## src/hw/rtl/pjwd_pkg.sv

```systemverilog
// ----------------------------------------------------------------------------
// pjwd_pkg: shared types and constants for the job-to-worker dispatcher
// Request and error codes, job status codes and the front-to-back item.
// ----------------------------------------------------------------------------
package pjwd_pkg;
  localparam int unsigned MaxJobsDef    = 64;
  localparam int unsigned MaxWorkersDef = 16;
  localparam int unsigned QDepth        = 2;

  typedef enum logic [2:0] {
    REQ_ADD   = 3'd0,
    REQ_FREE  = 3'd1,
    REQ_DISP  = 3'd2,
    REQ_SOLVE = 3'd3,
    REQ_QUERY = 3'd4,
    REQ_BAD5  = 3'd5,
    REQ_BAD6  = 3'd6,
    REQ_BAD7  = 3'd7
  } req_t;

  localparam logic [1:0] ERR_OK   = 2'd0;
  localparam logic [1:0] ERR_INV  = 2'd1;
  localparam logic [1:0] ERR_FULL = 2'd2;

  localparam logic [1:0] ST_QUEUED     = 2'd0;
  localparam logic [1:0] ST_INTERVENED = 2'd1;
  localparam logic [1:0] ST_SOLVED     = 2'd2;

  localparam logic [1:0] PRIO_UNKNOWN = 2'd3;

  typedef struct packed {
    req_t        req;
    logic [15:0] job_id;
    logic [1:0]  prio;
    logic [7:0]  worker_id;
  } item_t;
endpackage

```

## src/hw/rtl/pjwd_front.sv

```systemverilog
// ----------------------------------------------------------------------------
// pjwd_front: request intake
// Accept items, classify the request type and push them into a short queue.
// ----------------------------------------------------------------------------
module pjwd_front import pjwd_pkg::*; (
  input  logic        clk,
  input  logic        rst_n,
  input  logic        start,
  output logic        busy,
  input  logic [2:0]  in_req_type,
  input  logic [15:0] in_job_id,
  input  logic [1:0]  in_job_priority,
  input  logic [7:0]  in_worker_id,
  output logic        q_valid,
  output item_t       q_item,
  input  logic        q_pop
);
  item_t      mem_r [QDepth];
  logic       wp_r, wp_nxt, rp_r, rp_nxt;
  logic [1:0] cnt_r, cnt_nxt;
  logic       push;
  item_t      item_in;

  always_comb begin
    item_in.req       = req_t'(in_req_type);
    item_in.job_id    = in_job_id;
    // priority matters only for adds; drop it elsewhere
    item_in.prio      = (in_req_type == REQ_ADD) ? in_job_priority : PRIO_UNKNOWN;
    item_in.worker_id = in_worker_id;
  end

  assign busy    = (cnt_r == 2'(QDepth));
  assign push    = start && !busy;
  assign q_valid = (cnt_r != 2'd0);
  assign q_item  = mem_r[rp_r];

  always_comb begin
    wp_nxt  = push ? ~wp_r : wp_r;
    rp_nxt  = q_pop ? ~rp_r : rp_r;
    cnt_nxt = cnt_r + 2'(push) - 2'(q_pop);
  end

  always_ff @(posedge clk) begin
    if (!rst_n) begin
      wp_r  <= 1'b0;
      rp_r  <= 1'b0;
      cnt_r <= 2'd0;
    end else begin
      wp_r  <= wp_nxt;
      rp_r  <= rp_nxt;
      cnt_r <= cnt_nxt;
    end
    if (push) mem_r[wp_r] <= item_in;
  end

`ifndef ASSERT_OFF
  a_no_pop_empty: assert property (@(posedge clk) disable iff (!rst_n)
    q_pop |-> q_valid) else $error("pop from empty queue");
  a_cnt_range: assert property (@(posedge clk) disable iff (!rst_n)
    cnt_r <= 2'(QDepth)) else $error("queue count overflow");
  a_push_grows: assert property (@(posedge clk) disable iff (!rst_n)
    (push && !q_pop) |=> cnt_r == $past(cnt_r) + 2'd1) else $error("push lost");
`endif
endmodule

```

## src/hw/rtl/pjwd_back.sv

```systemverilog
// ----------------------------------------------------------------------------
// pjwd_back: request execution
// Run one item at a time against the job table, priority queues and
// free-worker queue; solve and query walk the table one entry at a time, reading then checking each.
// ----------------------------------------------------------------------------
module pjwd_back import pjwd_pkg::*; #(
  parameter int unsigned MAX_JOBS    = MaxJobsDef,
  parameter int unsigned MAX_WORKERS = MaxWorkersDef
) (
  input  logic        clk,
  input  logic        rst_n,
  input  logic        q_valid,
  input  item_t       q_item,
  output logic        q_pop,
  output logic        out_valid,
  output logic [1:0]  out_error_code,
  output logic [15:0] out_paired_job_id,
  output logic [7:0]  out_paired_worker_id,
  output logic [1:0]  out_job_status,
  output logic [4:0]  out_free_worker_count
);
  localparam int JW = (MAX_JOBS > 1) ? $clog2(MAX_JOBS) : 1;
  localparam int CW = $clog2(MAX_JOBS + 1);
  localparam int WW = (MAX_WORKERS > 1) ? $clog2(MAX_WORKERS) : 1;
  localparam int FW = $clog2(MAX_WORKERS + 1);

  typedef enum logic [5:0] {
    S_IDLE = 6'b000001,
    S_RD   = 6'b000010,
    S_DISP = 6'b000100,
    S_SCAN = 6'b001000,
    S_CHK  = 6'b010000,
    S_DONE = 6'b100000
  } state_t;

  // job table and queues
  logic [15:0]   ids_m   [MAX_JOBS];
  logic [1:0]    sts_m   [MAX_JOBS];
  logic [7:0]    wrk_m   [MAX_JOBS];
  logic [JW-1:0] pq_m    [3][MAX_JOBS];
  logic [7:0]    free_m  [MAX_WORKERS];

  state_t        st_r, st_nxt;
  item_t         it_r;
  logic [CW-1:0] jcnt_r;
  logic [JW-1:0] ph_r [3];
  logic [CW-1:0] pc_r [3];
  logic [WW-1:0] fh_r;
  logic [FW-1:0] fc_r;
  logic [CW-1:0] idx_r;
  logic [1:0]    psel_r;
  logic [JW-1:0] head_rd_r;
  logic [7:0]    free_rd_r;
  logic [15:0]   id_rd_r;
  logic [1:0]    st_rd_r;
  logic [7:0]    wk_rd_r;
  logic          scan_vld_r;
  logic [JW-1:0] slot_r;

  logic [1:0]    err_r;
  logic [15:0]   pj_r;
  logic [7:0]    pw_r;
  logic [1:0]    js_r;
  logic          ov_r;

  logic [1:0]    psel;
  logic          any_q;
  logic [WW-1:0] ftail;
  logic [FW:0]   fsum;

  always_comb begin
    priority if (pc_r[0] != '0) psel = 2'd0;
    else if (pc_r[1] != '0)     psel = 2'd1;
    else                        psel = 2'd2;
    any_q = (pc_r[0] != '0) || (pc_r[1] != '0) || (pc_r[2] != '0);
    // head plus count stays below twice the depth; one subtract wraps it
    fsum = (FW+1)'(fh_r) + (FW+1)'(fc_r);
    if (fsum >= (FW+1)'(MAX_WORKERS)) fsum = fsum - (FW+1)'(MAX_WORKERS);
    ftail = WW'(fsum);
  end

  assign q_pop = (st_r == S_IDLE) && q_valid;
  assign out_valid             = ov_r;
  assign out_error_code        = err_r;
  assign out_paired_job_id     = pj_r;
  assign out_paired_worker_id  = pw_r;
  assign out_job_status        = js_r;
  assign out_free_worker_count = 5'(fc_r);

  function automatic logic [JW-1:0] ring_inc(input logic [JW-1:0] a,
                                             input logic [CW-1:0] b);
    logic [CW:0] s;
    s = (CW+1)'(a) + (CW+1)'(b);
    if (s >= (CW+1)'(MAX_JOBS)) s = s - (CW+1)'(MAX_JOBS);
    return JW'(s);
  endfunction

  always_comb begin
    st_nxt = st_r;
    unique case (st_r)
      S_IDLE: if (q_valid) begin
        unique case (q_item.req)
          REQ_DISP:            st_nxt = S_RD;
          REQ_SOLVE, REQ_QUERY: st_nxt = S_SCAN;
          default:             st_nxt = S_DONE;
        endcase
      end
      S_RD:   st_nxt = S_DISP;
      S_DISP: st_nxt = S_DONE;
      S_SCAN: st_nxt = S_CHK;
      S_CHK:  st_nxt = (scan_vld_r && id_rd_r == it_r.job_id) ? S_DONE :
                       (idx_r >= jcnt_r) ? S_DONE : S_SCAN;
      S_DONE: st_nxt = S_IDLE;
      default: st_nxt = S_IDLE;
    endcase
  end

  always_ff @(posedge clk) begin
    if (!rst_n) begin
      st_r   <= S_IDLE;
      jcnt_r <= '0;
      for (int p = 0; p < 3; p++) begin
        ph_r[p] <= '0;
        pc_r[p] <= '0;
      end
      fh_r   <= '0;
      fc_r   <= '0;
      ov_r   <= 1'b0;
      scan_vld_r <= 1'b0;
    end else begin
      st_r <= st_nxt;
      ov_r <= 1'b0;
      unique case (st_r)
        S_IDLE: if (q_valid) begin
          it_r  <= q_item;
          idx_r <= '0;
          scan_vld_r <= 1'b0;
          err_r <= ERR_OK;
          pj_r  <= '0;
          pw_r  <= '0;
          js_r  <= ST_QUEUED;
        end
        S_RD: begin
          // registered reads of queue head and free head
          psel_r    <= psel;
          head_rd_r <= pq_m[psel][ph_r[psel]];
          free_rd_r <= free_m[fh_r];
          if (!any_q || fc_r == '0) err_r <= ERR_INV;
        end
        S_DISP: if (err_r == ERR_OK) begin
          sts_m[head_rd_r] <= ST_INTERVENED;
          wrk_m[head_rd_r] <= free_rd_r;
          pj_r <= ids_m[head_rd_r];
          pw_r <= free_rd_r;
          ph_r[psel_r] <= ring_inc(ph_r[psel_r], CW'(1));
          pc_r[psel_r] <= pc_r[psel_r] - CW'(1);
          fh_r <= (fh_r == WW'(MAX_WORKERS - 1)) ? '0 : fh_r + WW'(1);
          fc_r <= fc_r - FW'(1);
        end
        S_SCAN: begin
          scan_vld_r <= (idx_r < jcnt_r);
          slot_r  <= JW'(idx_r);
          id_rd_r <= ids_m[JW'(idx_r)];
          st_rd_r <= sts_m[JW'(idx_r)];
          wk_rd_r <= wrk_m[JW'(idx_r)];
          idx_r   <= idx_r + CW'(1);
        end
        S_CHK: begin
          if (scan_vld_r && id_rd_r == it_r.job_id) begin
            if (it_r.req == REQ_QUERY) begin
              js_r <= st_rd_r;
            end else if (st_rd_r != ST_INTERVENED) begin
              err_r <= ERR_INV;
            end else if (fc_r >= FW'(MAX_WORKERS)) begin
              err_r <= ERR_FULL;
            end else begin
              sts_m[slot_r] <= ST_SOLVED;
              free_m[ftail] <= wk_rd_r;
              fc_r <= fc_r + FW'(1);
              pw_r <= wk_rd_r;
            end
          end else if (idx_r >= jcnt_r) begin
            err_r <= ERR_INV;
          end
        end
        S_DONE: begin
          ov_r <= 1'b1;
          if (it_r.req == REQ_ADD && err_r == ERR_OK) begin
            if (jcnt_r >= CW'(MAX_JOBS)) begin
              err_r <= ERR_FULL;
            end else begin
              ids_m[JW'(jcnt_r)] <= it_r.job_id;
              sts_m[JW'(jcnt_r)] <= ST_QUEUED;
              wrk_m[JW'(jcnt_r)] <= '0;
              jcnt_r <= jcnt_r + CW'(1);
              if (it_r.prio != PRIO_UNKNOWN) begin
                pq_m[it_r.prio][ring_inc(ph_r[it_r.prio], pc_r[it_r.prio])]
                  <= JW'(jcnt_r);
                pc_r[it_r.prio] <= pc_r[it_r.prio] + CW'(1);
              end
            end
          end else if (it_r.req == REQ_FREE && err_r == ERR_OK) begin
            if (fc_r >= FW'(MAX_WORKERS)) begin
              err_r <= ERR_FULL;
            end else begin
              free_m[ftail] <= it_r.worker_id;
              fc_r <= fc_r + FW'(1);
            end
          end else if ((it_r.req == REQ_BAD5) || (it_r.req == REQ_BAD6) ||
                       (it_r.req == REQ_BAD7)) begin
            err_r <= ERR_INV;
          end
        end
        default: ;
      endcase
    end
  end

`ifndef ASSERT_OFF
  a_one_result: assert property (@(posedge clk) disable iff (!rst_n)
    out_valid |=> !out_valid) else $error("back-to-back results");
  a_done_strobe: assert property (@(posedge clk) disable iff (!rst_n)
    (st_r == S_DONE) |=> out_valid) else $error("result strobe missing");
  a_free_bound: assert property (@(posedge clk) disable iff (!rst_n)
    fc_r <= FW'(MAX_WORKERS)) else $error("free count overflow");
  a_job_bound: assert property (@(posedge clk) disable iff (!rst_n)
    jcnt_r <= CW'(MAX_JOBS)) else $error("job count overflow");
`endif
endmodule

```

## src/hw/rtl/priority_job_to_worker_dispatcher_unit.sv

```systemverilog
// ----------------------------------------------------------------------------
// priority_job_to_worker_dispatcher_unit: strict-priority job dispatcher
// Three-level job queues paired with a FIFO of free workers.
// ----------------------------------------------------------------------------
// Usage:
//   Drive in_* with start high; the item is taken on an edge where busy is
//   low. A two-entry queue holds items while the execution engine works.
//   Each item yields exactly one result, shown for one cycle with out_valid;
//   the receiver cannot stall, so sample every strobe.
// Sequence, from the engine picking up an item to its result strobe:
//   add, free worker, bad request: straight to the result state;
//   dispatch: queue head read, update, result;
//   solve, query: a read and a check state per table entry, k entries read
//   (the matching slot plus one, else job_count, at least one), so up to
//   job_count entries, then the result; the table walk reads one entry at a
//   time through a single registered memory port.
// Reset: synchronous, active low; empties the job table (count to zero),
//   all priority queues, the free-worker queue and the intake queue.
// Free-worker count on every result is the occupancy after that item.
// ----------------------------------------------------------------------------
module priority_job_to_worker_dispatcher_unit import pjwd_pkg::*; #(
  parameter int unsigned MAX_JOBS    = MaxJobsDef,
  parameter int unsigned MAX_WORKERS = MaxWorkersDef
) (
  input  logic        clk,
  input  logic        rst_n,
  input  logic        start,
  output logic        busy,
  input  logic [2:0]  in_req_type,
  input  logic [15:0] in_job_id,
  input  logic [1:0]  in_job_priority,
  input  logic [7:0]  in_worker_id,
  output logic        out_valid,
  output logic [1:0]  out_error_code,
  output logic [15:0] out_paired_job_id,
  output logic [7:0]  out_paired_worker_id,
  output logic [1:0]  out_job_status,
  output logic [4:0]  out_free_worker_count
);
  logic  q_valid, q_pop;
  item_t q_item;

  // intake: accept and classify
  pjwd_front u_front (
    .clk, .rst_n, .start, .busy,
    .in_req_type, .in_job_id, .in_job_priority, .in_worker_id,
    .q_valid, .q_item, .q_pop
  );

  // engine: execute one item at a time
  pjwd_back #(.MAX_JOBS(MAX_JOBS), .MAX_WORKERS(MAX_WORKERS)) u_back (
    .clk, .rst_n, .q_valid, .q_item, .q_pop,
    .out_valid, .out_error_code, .out_paired_job_id,
    .out_paired_worker_id, .out_job_status, .out_free_worker_count
  );
endmodule
```

## config.mk

```make
export PLATFORM = sky130hd
export DESIGN_NAME = priority_job_to_worker_dispatcher_unit
export DESIGN_NICKNAME = d
export VERILOG_FILES = /design/src/hw/rtl/pjwd_pkg.sv /design/src/hw/rtl/pjwd_front.sv /design/src/hw/rtl/pjwd_back.sv /design/src/hw/rtl/priority_job_to_worker_dispatcher_unit.sv
export SDC_FILE = /design/constraint.sdc
export NUM_CORES = 2
export LEC_CHECK = 0
export BUFFER_PORTS_ARGS = -buffer_cell sky130_fd_sc_hd__buf_4
export CORE_MARGIN = 2
export CORE_UTILIZATION = 25
export CTS_CLUSTER_DIAMETER = 120
export CTS_CLUSTER_SIZE = 16
export DETAILED_ROUTE_END_ITERATION = 6
export PLACE_DENSITY_LB_ADDON = 0.25
export SLEW_MARGIN = 25
export SYNTH_ARGS = -nofsm -noshare
export SYNTH_HDL_FRONTEND = slang
export SYNTH_SLANG_ARGS = --single-unit
```

## constraint.sdc

```tcl
create_clock -name clk -period 8.3 [get_ports clk]
set_input_delay 1.245 -clock clk [delete_from_list [all_inputs] [get_ports clk]]
set_output_delay 1.245 -clock clk [all_outputs]
set_load 0.005 [all_outputs]
```

Word level (Yosys, flattened, before mapping)
Memory sizes are Yosys's and may differ from the RTL's. A register that Yosys moved wholly into a read port is not among the register bits.
Cells that the tools add are included.
{ "op_classes": {"bitwise_logic": 6, "n_eq_ne": 33, "n_addsub": 15, "n_reduce_logical": 46, "n_mux": 120, "n_lt_le_gt_ge": 10} }
{ "op_table": {"columns": ["operator", "n"], "rows": [
  ["2-to-1 mux 384 bit", 1],
  ["2-to-1 mux 6 bit", 21],
  ["2-to-1 mux 8 bit", 8],
  ["2-to-1 mux 2 bit", 25],
  ["2-to-1 mux 1 bit", 40],
  ["binary-select mux 6 bit (select 6 bit)", 1],
  ["demux 6 bit (select 6 bit)", 1],
  ["2-to-1 mux 5 bit", 7],
  ["2-to-1 mux 16 bit", 2],
  ["case mux 16 bit (2 select lines)", 1],
  ["case mux 6 bit (5 select lines)", 1],
  ["greater-or-equal comparator 7 bit (second input constant)", 4],
  ["case mux 8 bit (3 select lines)", 1],
  ["adder 7 x 1 -> 7 bit (second input constant)", 3],
  ["2-to-1 mux 7 bit", 3],
  ["nonzero test 7 bit", 3],
  ["== test 16 bit", 1],
  ["AND reduction 8 bit", 2],
  ["== test 3 bit (second input constant)", 5],
  ["case mux 5 bit (3 select lines)", 1],
  ["inequality test 2 x 1 -> 1 bit (second input constant)", 7],
  ["inverter 6 -> 7 bit", 2],
  ["case mux 7 bit (2 select lines)", 1],
  ["OR reduction 7 bit", 2],
  ["55 further kinds", 87]
]} }
{ "word_totals": {"ff_bits": 106, "output_inout_bits": 35, "ramBits": 3041, "inputBits": 32, "elab_cells": 259, "memories": 8} }
{ "mem_list": {"columns": ["memory", "depth", "width", "read_ports", "rd_ports_with_merged_regs", "wr", "line_no", "text"], "rows": [
  ["u_back.pq_m", 3, 384, 1, 0, 1, "pjwd_back.sv:40", "logic [JW-1:0] pq_m [3][MAX_JOBS];"],
  ["u_back.ids_m", 64, 16, 2, 2, 1, "pjwd_back.sv:37", "logic [15:0] ids_m [MAX_JOBS];"],
  ["u_back.wrk_m", 64, 8, 1, 1, 1, "pjwd_back.sv:39", "logic [7:0] wrk_m [MAX_JOBS];"],
  ["u_back.free_m", 16, 8, 1, 1, 1, "pjwd_back.sv:41", "logic [7:0] free_m [MAX_WORKERS];"],
  ["u_back.sts_m", 64, 2, 1, 1, 1, "pjwd_back.sv:38", "logic [1:0] sts_m [MAX_JOBS];"],
  ["u_front.mem_r", 2, 29, 1, 1, 1, "pjwd_front.sv:18", "item_t mem_r [QDepth];"],
  ["2 more memories", null, null, null, null, null, null, null]
]} }

Logic depth before layout (Yosys ltp)
{ "depth": {"depth_word": 14, "ltp_mapped": 16} }

Hierarchy
Synthesis repeated with hierarchy kept, for this count alone.
{ "unflattened": {"hier_cells": 7329, "hier_area_um2": 135721.4} }
{ "by_module_without_submodules": {"columns": ["module", "cells_per_inst", "seq_area_each_um2", "area_each_um2", "n_inst"], "rows": [
  ["pjwd_back", 7211, 94010.2, 133344.1, 1],
  ["pjwd_front", 118, 1841.8, 2377.3, 1]
]} }

Worst setup path after synthesis
No wires, ideal clock.
{ "synth_path": {"path_type": "reg-to-reg", "startpoint": "reg u_back.it_r[12] (netlist name)", "endpoint": "mem u_back.sts_m[36][0], enable pin", "t_required_ps": 7989, "arrival_ps": 5507, "setup_time_ps": 311, "path_buffers": 1, "stages_incl_launch_ff": 13, "synth_period_minus_slack_ps": 5818, "path_slack_ps": 2482, "cell_sequence": "edfxtp_1 -> xnor2_1 -> nand4_1 -> nor4_1 -> and3_1 -> clkbuf_1 -> nand3_1 -> inv_1 -> nor2_1 -> a21oi_1 -> a21oi_1 -> nand3_1 -> nor2_1"} }
{ "synth_via": {"elab_chain_len": 9, "elab_cells_between_ends": 11, "cone_classes": "eq/ne: 1; mux: 8; reduce/logical: 2"} }
{ "synth_rtl": {"columns": ["element", "line_no", "text"], "rows": [
  ["start, declared", "pjwd_back.sv:44", "item_t it_r;"],
  ["start signal, assigned", "pjwd_back.sv:135", "it_r <= q_item;"],
  ["== test 16 bit (*)", "pjwd_back.sv:169", "if (scan_vld_r && id_rd_r == it_r.job_id) begin"],
  ["logical AND 1 bit (*)", "pjwd_back.sv:169", null],
  ["2-to-1 mux 1 bit (*)", "pjwd_back.sv:169", null],
  ["2-to-1 mux 1 bit (*)", "pjwd_back.sv:133", "unique case (st_r)"],
  ["2-to-1 mux 1 bit (*)", "pjwd_back.sv:119", "if (!rst_n) begin"],
  ["2-to-1 mux 1 bit (not written as such) (*)", "pjwd_back.sv:177", "sts_m[slot_r] <= ST_SOLVED;"],
  ["OR reduction 2 bit (no source line)", null, null],
  ["2-to-1 mux 6 bit (no source line) or 2-to-1 mux 1 bit (tied branches) (2 in a row)", null, null],
  ["end, declared", "pjwd_back.sv:38", null]
]} }
Mark *: on every way between the ends. The rest lies on a longest branch, timed or not.

Worst setup path after layout
{ "layout_path": {"startpoint": "reg u_back.it_r[18] (netlist name)", "endpoint": "mem u_back.sts_m[0][1], enable pin"} }
Same word-level chain as after synthesis.

==> results.rst <==
.. list-table::
   :header-rows: 1

   * - Metric
     - Value
   * - Met1 wire length
     - 178 mm
   * - Final setup vio count
     - 0
   * - Async set-or-reset flop fraction in the synthesized netlist
     - 0
   * - Total wire length after detailed routing
     - about 430 mm
   * - Routability Congestion
     - between 0.8 and 0.9
   * - Vias after detailed routing
     - 72000
   * - Number of stages on the worst hold path
     - 1
   * - Reported leakage power
     - 45.0 nW
   * - Met2 wire length
     - between 200 and 250 mm
   * - Cell Int Power
     - roughly 0.025 W
   * - Final cycle utilization of the critical path
     - 0.698
   * - Most frequent cells in the layout
     - 3166 x sky130_fd_sc_hd__edfxtp_1, 982 x sky130_fd_sc_hd__mux4_2, 540 x sky130_fd_sc_hd__nand2_1
   * - GRT Overall Usage
     - 0.155
   * - Power per Cell Area
     - around 230 nW/um^2
   * - Peak clock frequency supported by timing
     - ~0.17 GHz
   * - Nature of the critical path endpoint
     - flop
   * - Final design instance area without fill
     - 151000 sq um
   * - Number of flops mapped to enable cells by yosys
     - between 3000 and 4000
   * - Share of power burned in registers
     - 0.523
   * - Area used by multi-input combinational logic
     - between 30000 and 40000 sq um
   * - Clock sink count
     - about 3200
   * - Sequential standard cell area
     - 95900 sq um
   * - Number of global-route vias before repair
     - 74000
   * - Average footprint of a synthesized cell
     - 18.6 sq um
   * - CTS-repair resized insts
     - 0
   * - Critical R2R Launch
     - u_back.it_r[18]$_DFFE_PP_
   * - Number of iterations in the first detailed-routing pass
     - 6
   * - Number of distinct standard cells referenced by the synthesized netlist
     - roughly 80
   * - Total Nets Final
     - around 7400
   * - RSZ-0062 raised after global routing
     - no
   * - Clk slew on worst S/H paths
     - 70 ps
   * - Total placed instance area
     - roughly 140000 sq um
   * - Result of the run
     - completed
   * - # Post-CTS Setup Buffers
     - 0
   * - Power spent charging and discharging nets
     - 0.00946 W
   * - Area enclosed by the die boundary
     - approximately 540000 sq um
   * - Start-to-end type of the worst setup path
     - reg2reg
   * - Count of filler cells inserted in the layout
     - 53000
   * - IO Port Bufs
     - 66
   * - Latest clock arrival within the worst-skew pair
     - between 900 and 1000 ps
   * - Worst hold slack after final layout
     - between 400 and 500 ps
   * - Yosys warnings
     - 0
   * - Critical Path RT
     - 8930 ps
   * - Clk_skew
     - 79.8 ps
   * - Share of final-layout standard cells stronger than drive strength 1
     - 0.234
   * - Worst ir drop on vdd
     - between 0.0002 and 0.00025 V
   * - H-tree level count
     - 4
   * - Top-level I/O count
     - between 60 and 70
   * - Placeable core region
     - about 540000 sq um
   * - Number of placed cells counting well taps
     - between 10000 and 15000
   * - Uppermost metal layer occupied by signal nets
     - met5
   * - Switching Share
     - 0.271
   * - Wire per inst
     - between 20 and 30 um
   * - DRC violation count after routing
     - 0
   * - Remaining antenna violation count
     - 0
   * - Effective utilization at floorplan
     - 0.251
   * - Slew HR
     - 0.187
   * - Die Y-Extent
     - roughly 740 um
   * - CTS Buffer Depth
     - 4
   * - Antenna violations before repair
     - 16
   * - Transition time of the tightest slew-check pin
     - between 1000 and 1500 ps
   * - Clock group share of total power
     - 0.302
   * - Post-Syn Nets
     - between 7000 and 8000
   * - Hold path startpoint
     - in_worker_id[3]
   * - Overall power after layout
     - roughly 0.035 W
   * - Hold Buf Count CTS
     - 0
   * - Max-Cap Viols
     - 0
   * - Worst Path Max Fanout
     - between 70 and 80
   * - Slack of the worst reg-to-reg path
     - 2500 ps
   * - Data arrival time of the worst path
     - ~6400 ps
   * - Post-synthesis sequential element count
     - 3205
   * - Maximum number of pins on one net before global-route repair
     - ~140
   * - Std-Cell Rows
     - around 270
   * - Root cell of the clock tree
     - sky130_fd_sc_hd__clkbuf_16
   * - Comb pwr share
     - 0.175
   * - Initial DRC Count
     - between 7000 and 8000
   * - Detailed placement HPWL
     - around 270 mm
   * - Endpoint of the worst-slack reg-to-reg timing path
     - u_back.sts_m[0][1]$_DFFE_PP_
   * - Min-Delay Path Class
     - in2reg
   * - Detailed route wirelength on metal3
     - around 25 mm
   * - Layout area overhead
     - 12.1%
   * - End point of the worst hold path
     - u_front.mem_r[0][3]$_DFFE_PP_
   * - TritonCTS clock tree
     - done
   * - Most frequent standard cell in the layout excluding fill and tap cells
     - sky130_fd_sc_hd__edfxtp_1
   * - Min cycle time layout
     - ~5800 ps
   * - Horizontal die dimension
     - approximately 740 um
   * - Sequential area share after synthesis
     - 0.711
   * - Total negative slack
     - 0 ps
   * - Global-route wire length before repair
     - approximately 600 mm
   * - Routed via count divided by cell count
     - between 4 and 5
   * - Crit path launch type
     - flop
   * - Most used flip-flop cell after synthesis
     - sky130_fd_sc_hd__edfxtp_1
   * - Total CTS buffers
     - between 200 and 250
   * - Hold Fails Final Rpt
     - 0
   * - Worst r2r path cells
     - 12
   * - Grt ovf
     - 0
   * - Number of instances in the synthesized netlist
     - 7226
   * - Final number of max-transition violations
     - 0
   * - Syn Std Cell Area
     - between 100000 and 150000 sq um
   * - Final instance count without filler cells
     - between 10000 and 15000
==> cell type report <==
cell class                 instances  area share
clock buffer                     301      0.0394
sequential                      3205       0.635
clock inverter                     9    0.000770
multi-input combinational       3516       0.248
timing repair buffer             295      0.0164
inverter                          60     0.00153
tap                             7181      0.0595
antenna                            8    0.000132
==> cell usage after synthesis (19+ instances only) <==
cell | count | area (sq um)
sky130_fd_sc_hd__nor4_1 | 22 | 138
sky130_fd_sc_hd__a311oi_1 | 19 | 166
sky130_fd_sc_hd__clkbuf_1 | 267 | 1000
sky130_fd_sc_hd__dfxtp_1 | 39 | 781
sky130_fd_sc_hd__a221oi_1 | 22 | 193
sky130_fd_sc_hd__nor2_1 | 536 | 2010
sky130_fd_sc_hd__mux2_2 | 72 | 811
sky130_fd_sc_hd__a21oi_1 | 163 | 816
sky130_fd_sc_hd__nand3_1 | 172 | 861
sky130_fd_sc_hd__a211oi_1 | 36 | 270
sky130_fd_sc_hd__inv_1 | 57 | 214
sky130_fd_sc_hd__or4_1 | 22 | 165
sky130_fd_sc_hd__nor3_1 | 60 | 300
sky130_fd_sc_hd__o221ai_1 | 20 | 175
sky130_fd_sc_hd__xnor2_1 | 44 | 385
sky130_fd_sc_hd__mux2i_1 | 195 | 1950
sky130_fd_sc_hd__ha_1 | 27 | 338
sky130_fd_sc_hd__and2_1 | 32 | 200
sky130_fd_sc_hd__buf_1 | 109 | 409
sky130_fd_sc_hd__mux4_2 | 982 | 22100
sky130_fd_sc_hd__xor2_1 | 20 | 175
sky130_fd_sc_hd__and3_1 | 33 | 206
sky130_fd_sc_hd__edfxtp_1 | 3166 | 95100
sky130_fd_sc_hd__buf_2 | 51 | 255
sky130_fd_sc_hd__o21ai_0 | 105 | 526
sky130_fd_sc_hd__nand2_1 | 548 | 2060
sky130_fd_sc_hd__a31oi_1 | 61 | 382
sky130_fd_sc_hd__or3_1 | 21 | 131
sky130_fd_sc_hd__o22ai_1 | 38 | 238
==> logic make-up after synthesis <==
kind of cell | count (synthesis) | synth area share
XOR/XNOR | 64 | 0.00416
multiplexers | 1249 | 0.185
buffers and inverters | 505 | 0.0151
flip-flops | 3205 | 0.711
AND/OR/NAND/NOR | 1521 | 0.0491
adder cells (fa/ha/maj) | 30 | 0.00295
AO/OA/AOI/OAI | 652 | 0.0328
==> critical path, cell delays in order (launching register included) <==
cell	delay, ps
sky130_fd_sc_hd__edfxtp_1	330
sky130_fd_sc_hd__buf_4	610
sky130_fd_sc_hd__xnor2_1	210
sky130_fd_sc_hd__nand4_1	130
sky130_fd_sc_hd__nor4_2	910
sky130_fd_sc_hd__and3_1	410
sky130_fd_sc_hd__nand3_1	300
sky130_fd_sc_hd__clkinv_2	740
sky130_fd_sc_hd__nor2_4	50
sky130_fd_sc_hd__buf_4	370
sky130_fd_sc_hd__a221oi_1	650
sky130_fd_sc_hd__nand2_1	380
sky130_fd_sc_hd__nor2_1	300
==> how the worst max path moves through the flow <==
| stage | startpoint | endpoint | slack [ps] | cells after the start |
|---|---|---|---|---|
| detailed placement | u_back.it_r[12]$_DFFE_PP_ | u_back.sts_m[0][0]$_DFFE_PP_ | 2380 | 13 |
| floorplan | u_back.it_r[12]$_DFFE_PP_ | u_back.sts_m[36][0]$_DFFE_PP_ | 2480 | 12 |
| finish | u_back.it_r[18]$_DFFE_PP_ | u_back.sts_m[0][1]$_DFFE_PP_ | 2500 | 12 |
| global placement | u_back.ph_r[2][1]$_SDFFCE_PN0P_ | flop | 2110 | 12 |
| global route | u_back.it_r[12]$_DFFE_PP_ | u_back.sts_m[50][1]$_DFFE_PP_ | 2070 | 12 |
| CTS | u_back.it_r[12]$_DFFE_PP_ | u_back.sts_m[0][1]$_DFFE_PP_ | 2370 | 13 |
==> registers in the layout (all words and copies together) (netlist names), 16 cells and up, named ones only <==
register and count:
u_back.free_m 128, u_back.id_rd_r 16, u_back.ids_m 1024, u_back.it_r 29, u_back.out_paired_job_id 16, u_back.pc_r 28, u_back.ph_r 24, u_back.pq_m 1152
u_back.sts_m 128, u_back.wrk_m 512, u_front.mem_r 58
==> metal layers <==
layer  vias up  GRT usage
li1      29700          -
met2      2668      0.265
met4         6     0.0479
met3       580     0.0204
met5         -          0
met1     39100      0.204
==> stage by stage <==
step	util	setup slack (ps)
after floorplan	-	2480
final	0.281	2500
after detailed placement	0.270	2380
after CTS	0.281	2370
after global placement	0.270	2110
after global routing	0.281	2070
==> power groups by stage <==
stage          registers (W)  logic [W]  clock network (W)
2_1_floorplan         0.0188    0.00360                  0
3_3_place_gp          0.0186    0.00620                  0
3_5_place_dp          0.0187    0.00625                  0
4_1_cts               0.0183    0.00626             0.0108
5_1_grt               0.0183    0.00646             0.0113
6_report              0.0183    0.00612             0.0106
No activity file was read; power rests on OpenSTA's default activity.
